**src/rtl/rie_pkg.sv**
```systemverilog
// ----------------------------------------------------------------------------
// rie_pkg: shared types and codes for the instruction execute block
// Opcodes, status and class codes, ALU functions and small control bundles.
// ----------------------------------------------------------------------------
package rie_pkg;

	// opcodes, bits 31:26 of the instruction word
	localparam logic [5:0] OP_ADD  = 6'h00;
	localparam logic [5:0] OP_XORI = 6'h0B;
	localparam logic [5:0] OP_LDW  = 6'h0C;
	localparam logic [5:0] OP_STW  = 6'h0D;
	localparam logic [5:0] OP_BZ   = 6'h0E;
	localparam logic [5:0] OP_BEQ  = 6'h0F;
	localparam logic [5:0] OP_JR   = 6'h10;
	localparam logic [5:0] OP_HALT = 6'h11;

	typedef enum logic [1:0] {
		ST_OK       = 2'd0,
		ST_HALTED   = 2'd1,
		ST_UNKNOWN  = 2'd2,
		ST_BAD_ADDR = 2'd3
	} status_t;

	typedef enum logic [2:0] {
		CL_ARITH = 3'd0,
		CL_LOGIC = 3'd1,
		CL_MEM   = 3'd2,
		CL_CTRL  = 3'd3,
		CL_NONE  = 3'd4
	} iclass_t;

	// ALU function, opcode bits 3:1 of the ALU group
	typedef enum logic [2:0] {
		FN_ADD = 3'd0,
		FN_SUB = 3'd1,
		FN_MUL = 3'd2,
		FN_OR  = 3'd3,
		FN_AND = 3'd4,
		FN_XOR = 3'd5
	} alu_fn_t;

	typedef struct packed {
		logic rd;
		logic wr;
	} mem_cmd_t;

	typedef struct packed {
		logic start;
		logic take;
	} pcm_ctl_t;

	typedef enum logic [1:0] {
		PCM_IDLE,
		PCM_QUOT,
		PCM_PROD,
		PCM_DONE
	} pcm_state_t;

endpackage

```
**src/rtl/rie_pcmod.sv**
```systemverilog
// ----------------------------------------------------------------------------
// rie_pcmod: program counter wrap unit
// Reduces a 32-bit jump or branch target modulo PROGRAM_WORDS by reciprocal
// multiply, back-multiply and one correcting subtract.
// ----------------------------------------------------------------------------
module rie_pcmod #(
	parameter int PROGRAM_WORDS = 1024
) (
	input  logic                             clk,
	input  logic                             arst_n,
	input  rie_pkg::pcm_ctl_t                ctl,
	input  logic [31:0]                      target,
	output logic                             done,
	output logic [$clog2(PROGRAM_WORDS)-1:0] result
);
	import rie_pkg::*;

	localparam int PCW = $clog2(PROGRAM_WORDS);
	localparam int MW  = 33 - PCW;
	localparam int PWW = PCW + 1;
	localparam logic [MW-1:0] RECIP = MW'((64'd1 << 32) / PROGRAM_WORDS);
	localparam logic [31:0]   PW32  = 32'(PROGRAM_WORDS);

	pcm_state_t         state_q;
	pcm_state_t         state_d;
	logic [31:0]        t_q;
	logic [MW-1:0]      q_q;
	logic [31:0]        p_q;
	logic [32+MW-1:0]   quot_prod;
	logic [MW+PWW-1:0]  back_prod;
	logic [31:0]        diff;

	always_ff @(posedge clk or negedge arst_n) begin
		if (!arst_n) begin
			state_q <= PCM_IDLE;
		end else begin
			state_q <= state_d;
		end
	end

	always_comb begin
		state_d = state_q;
		done    = 1'b0;
		unique case (state_q)
			PCM_IDLE: begin
				if (ctl.start) begin
					state_d = PCM_QUOT;
				end
			end
			PCM_QUOT: state_d = PCM_PROD;
			PCM_PROD: state_d = PCM_DONE;
			PCM_DONE: begin
				done = 1'b1;
				if (ctl.take) begin
					state_d = PCM_IDLE;
				end
			end
			default: state_d = PCM_IDLE;
		endcase
	end

	// quotient estimate is low by at most one
	assign quot_prod = (32 + MW)'(t_q) * (32 + MW)'(RECIP);
	assign back_prod = (MW + PWW)'(q_q) * (MW + PWW)'(PROGRAM_WORDS);

	always_ff @(posedge clk) begin
		if (state_q == PCM_IDLE && ctl.start) begin
			t_q <= target;
		end
		if (state_q == PCM_QUOT) begin
			q_q <= quot_prod[32+MW-1:32];
		end
		if (state_q == PCM_PROD) begin
			p_q <= 32'(back_prod);
		end
	end

	assign diff   = t_q - p_q;
	assign result = PCW'((diff >= PW32) ? diff - PW32 : diff);

endmodule

```
**config.mk**
```make
export PLATFORM = sky130hd
export DESIGN_NAME = rie_pcmod
export DESIGN_NICKNAME = d
export VERILOG_FILES = /design/src/rtl/rie_pkg.sv /design/src/rtl/rie_pcmod.sv
export SDC_FILE = /design/constraint.sdc
export NUM_CORES = 1
export LEC_CHECK = 0
export BUFFER_PORTS_ARGS = -buffer_cell sky130_fd_sc_hd__buf_2
export CAP_MARGIN = 20
export CORE_MARGIN = 2
export CORE_UTILIZATION = 33
export DETAILED_ROUTE_END_ITERATION = 10
export GPL_TIMING_DRIVEN = 0
export PLACE_DENSITY_LB_ADDON = 0.12
export SYNTH_ARGS = -nofsm -noshare
export SYNTH_HDL_FRONTEND = slang
export SYNTH_SLANG_ARGS = --single-unit
```
**constraint.sdc**
```tcl
create_clock -name clk -period 1.8 [get_ports clk]
set_input_delay 0.36 -clock clk [delete_from_list [all_inputs] [get_ports clk]]
set_output_delay 0.36 -clock clk [all_outputs]
set_load 0.005 [all_outputs]
```
==> impl_metrics.yaml, run 1 <==
grt:
  grt_use_total_pct: 10.3
  grt_pass1_vias: 282
  grt_antenna_before_repair: 0
  grt.overflow.total: 0
  grt_max_degree: 11
  grt_pass1_wl_mm: 1.06
routing:
  dr_wl_met2_um: 386
  drc_errors: 0
  met3_length_um: 71
  vias: 299
  antenna_left: 0
  wire_per_inst_um: 10.5
  firstDrtPassIters: 4
  met1_length_um: 264
  viasPerCell: 4.33
  routed_wl_um: 722
  top_layer_used: "met3"
  drt_iter0_drc: 3
power:
  p_leak_nw: 0.298
  peakVddDrop_mv: 0.585
  power_uw: 843
  power_density_mw_per_mm2: 1310
worst_setup_path:
  worst_setup_path_start_kind: "flip-flop"
  end_kind: "flip-flop"
  r2r_start: "state_q[0]"
  crit_chain: "inv_1 > ha_1 > and2_1"
  crit_path_max_fanout: 10
  cp-startpoint: "state_q[0]"
  path_delay_family: "flip-flops"
  arrival_ns: 1.35
  cp.required_ns: 1.72
  critical_path_class: "reg -> reg"
  cp.buffers_inverters: 1
  max_stage_delay_ns: 0.39
  critPathSlowestCell: "dfrtp_1"
placement:
  place_ws_ns: 0.365
  numPortBuffers: 24
  gp_routability_congestion: 0.633
synthesis:
  yosysSeqAreaShare_pct: 76.3
  yosys_warnings: 0
  avgSynthCellArea_um2: 18.4
  synth_area_um2: 459
  yosysTopAreaCell: "edfxtp_1"
  ys_top_cells_by_area: "edfxtp_1 65%, dfrtp_1 11%, ha_1 11%, inv_1 3.3%, o22ai_2 2.7%"
  synthCells: 25
  netlist.area_leader.share_pct: 65.4
  synth_fp_nets: 65
  ys_types: 9
  synth-seq-cells: 12
clock_network:
  clk_pin_slew_ns: 0.07
  h-tree-depth: 1
  clock_sinks: 12
  cts_tree: "yes"
  cts_buffer_depth: 2
  cts_made_buffers: 3
  root_buffer: "clkbuf_4"
  clkLatencyLatePin_ns: 0.26
  cts_repair_resize_count: 0
  post_cts_buffers: 0
sta:
  setup_viol: 0
  finalClockSkew_ns: 0.00486
  setup_slack_ns: 0.363
  worst_pin_slew_ns: 0.415
  hold_viol_final: 0
  setup_tns_ns: 0
  holdWs_ns: 0.268
  min_period_ns: 1.44
  slew_headroom_pct: 72.3
  grt_setup_unrepaired: "false"
  slew_violations: 0
  period_share_pct: 79.8
  fmax_ghz: 0.696
finish:
  utilization_pct: 49.5
  drive_gt1_share_pct: 53.7
  final_common_cell: "buf_2"
  layout_common_cells: "24 x buf_2, 10 x edfxtp_1, 4 x inv_1, 4 x ha_1, 3 x clkbuf_4"
  antenna_cells: 0
  final_nets: 95
  syn2layout_area_growth_pct: 40.3
floorplanning:
  chipWidth_um: 41.3
  die_h_um: 41.3
  start_util_pct: 35.3
  dieArea_mm2: 0.00171
  ios: 47
  core_mm2: 0.00130
  row_count: 13
min_path:
  hold_class: "in -> reg"
  hold_start: "target[9]"
run_status:
  outcome: "finished, final reports clean"
job:
  maxCapViolCount: 0
[Yosys cell counts]
library cell	n
nor2_1	1
edfxtp_1	10
mux2_1	1
ha_1	4
inv_1	4
mux2i_1	1
and2_1	1
o22ai_2	1
dfrtp_1	2
[where the power goes]
| part | total, mW | leakage (nW) | internal [mW] | switching [mW] |
|---|---|---|---|---|
| Combinational | 0.236 | 0.162 | 0.111 | 0.125 |
| Clock | 0.205 | 0.0210 | 0.123 | 0.0821 |
| Sequential | 0.403 | 0.115 | 0.376 | 0.0263 |
[state kept, by name, indices dropped and copies added (netlist names)]
register / flops
state_q: 2
t_q: 10
[worst paths after layout]
kind | cells after the start | endpoint | slack, ns
min in group asynchronous | 2 | state_q[1] | 0.41
worst max-delay path | 3 | t_q[6] | 0.36
worst max register to register | 3 | t_q[6] | 0.36
max in group asynchronous | 2 | state_q[0] | 1.30
worst min-delay path | 1 | t_q[9] | 0.27
worst min register to register | 1 | state_q[1] | 0.58
[metal layers]
layer	vias up	global-route usage, %
met2	13	19.1
met4	0	4.84
li1	144	-
met1	142	9.31
met5	-	0
met3	0	4.79
[what timing repair did]
| item | 4_1_cts | 5_1_grt |
|---|---|---|
| endpoints found under the setup margin | 0 | 0 |
| hold buffers | 1 | 0 |
| endpoints found under the hold margin | 2 | 0 |
[kinds of logic (layout without fill, tap and decap cells)]
logic type | Yosys count | count (layout) | synth area share (%)
AOI/OAI and AO/OA | 1 | 1 | 2.72
adders and majority gates | 4 | 4 | 10.9
buffers and inverters | 4 | 33 | 3.27
DFF | 12 | 12 | 76.3
muxes | 2 | 2 | 4.63
and+or+nand+nor | 2 | 2 | 2.18
[final cells by class]
type | instances | area (µm²)
Timing Repair Buffer | 25 | 130
Clock buffer | 4 | 36.3
Multi-Input combinational cell | 9 | 93.8
Sequential cell | 12 | 350
Tap cell | 15 | 18.8
Inverter | 4 | 15.0
Fill cell | 126 | 657
[per-stage QoR]
step                instance area, µm²  instances
floorplan                          459         25
global placement                   598         64
detailed placement                 598         64
CTS                                644         69
global route                       644         69
finish                             644         69
[worst reg2reg max path: cells and delay by family, from the launching register on]
kind          cells  cell delay, ns
flops             1            0.39
simple gates      1            0.39
fa+ha+maj         1            0.18
buf+inv           1            0.13
No activity file was read; power rests on OpenSTA's default activity.
==> run 2, diff against run 1 <==
==> constraint.sdc (replaced) <==
create_clock -name clk -period 1.5 [get_ports clk]
set_input_delay 0.3 -clock clk [delete_from_list [all_inputs] [get_ports clk]]
set_output_delay 0.3 -clock clk [all_outputs]
set_load 0.005 [all_outputs]
==> impl_metrics.yaml, run 2 (synthesized netlist as in run 1, its figures left out) <==
sta:
  hold_viol_final: 0
  fmax_ghz: 0.729
  period_share_pct: 91.4
  grt_setup_unrepaired: "false"
  min_period_ns: 1.37
  slew_headroom_pct: 85.2
  holdWs_ns: 0.208
  finalClockSkew_ns: 0.00486
  setup_viol: 0
  slew_violations: 0
  worst_pin_slew_ns: 0.223
  setup_slack_ns: 0.129
  setup_tns_ns: 0
clock_network:
  clkLatencyLatePin_ns: 0.26
  clk_pin_slew_ns: 0.07
  root_buffer: "clkbuf_4"
  clock_sinks: 12
  cts_buffer_depth: 2
  h-tree-depth: 1
  cts_tree: "yes"
  cts_made_buffers: 3
power:
  p_leak_nw: 0.299
  power_mw: 1.01
  peakVddDrop_mv: 0.702
  power_density_mw_per_mm2: 1570
worst_setup_path:
  worst_setup_path_start_kind: "flip-flop"
  max_stage_delay_ns: 0.39
  cp.buffers_inverters: 2
  cp.required_ns: 1.65
  path_delay_family: "flip-flops"
  crit_cells: 5
  arrival_ns: 1.52
  end_kind: "flip-flop"
  critPathSlowestCell: "dfrtp_1"
  path_common_cell: "inv_1"
  r2r_cells: 5
  crit_chain: "inv_1 > ha_1 > inv_1 > o22ai_2 > mux2_1"
  critical_path_class: "reg -> reg"
  crit_path_max_fanout: 4
finish:
  utilization_pct: 49.6
  syn2layout_area_growth_pct: 40.6
  largest_reg_flops: 10
  final_common_cell: "buf_2"
  final_area_um2: 646
  layout_common_cells: "24 x buf_2, 10 x edfxtp_1, 4 x inv_1, 4 x ha_1, 3 x clkbuf_4"
  largest-register: "t_q"
  biggestRegsByFlops: "t_q (10), state_q (2)"
  drive_gt1_share_pct: 55.6
  fin_cells: 69
  final_nets: 95
  antenna_cells: 0
placement:
  gp_routability_congestion: 0.633
  dp_cells: 64
  numPortBuffers: 24
  place_area_um2: 598
  place_ws_ns: 0.0652
floorplanning:
  ios: 47
  dieArea_mm2: 0.00171
  row_count: 13
  chipWidth_um: 41.3
  core_mm2: 0.00130
  start_util_pct: 35.3
  die_h_um: 41.3
routing:
  wire_per_inst_um: 10.5
  routed_wl_um: 722
  antenna_left: 0
  viasPerCell: 4.33
  drc_errors: 0
  drt_iter0_drc: 3
  firstDrtPassIters: 4
  vias: 299
job:
  maxCapViolCount: 0
grt:
  grt_antenna_before_repair: 0
  grt_pass1_vias: 282
  grt_max_degree: 11
  grt_use_total_pct: 10.3
  grt_pass1_wl_mm: 1.06
  grt.overflow.total: 0
min_path:
  min_path_cells: 1
  hold_class: "in -> reg"
run_status:
  outcome: "finished, final reports clean"
-- run 2: power by group --
group	switching, mW	internal, mW
logic	0.150	0.135
clock network	0.0986	0.147
registers	0.0315	0.451
-- run 2: routing by layer --
metal / up-vias / wire, µm / GRT usage [%]
li1: 144 / - / -
met3: 0 / 71 / 4.79
met1: 142 / 264 / 9.31
met5: - / 0 / 0
met4: 0 / 0 / 4.84
met2: 13 / 386 / 19.1
-- run 2: cell type report --
class                           instances  area (µm²)
Sequential cell                        12         350
Timing Repair Buffer                   25         130
Multi-Input combinational cell          9        95.1
Clock buffer                            4        36.3
Inverter                                4        15.0
Tap cell                               15        18.8
Fill cell                             125         656
-- run 2: worst paths after layout --
path	startpoint	to	slack, ns
max	state_q[0]	state_q[1]	0.13
min	target[9]	t_q[9]	0.21
max reg2reg	state_q[0]	state_q[1]	0.13
min reg2reg	state_q[1]	state_q[1]	0.58
max in group asynchronous	arst_n	state_q[0]	1.06
min in group asynchronous	arst_n	state_q[1]	0.35
-- run 2: what timing repair did --
| item | CTS | global route |
|---|---|---|
| resized for setup | 0 | 1 |
| hold endpoints to repair | 2 | 0 |
| endpoints found under the setup margin | 0 | 10 |
| hold buffers | 1 | 0 |
| setup buffers | 0 | 0 |
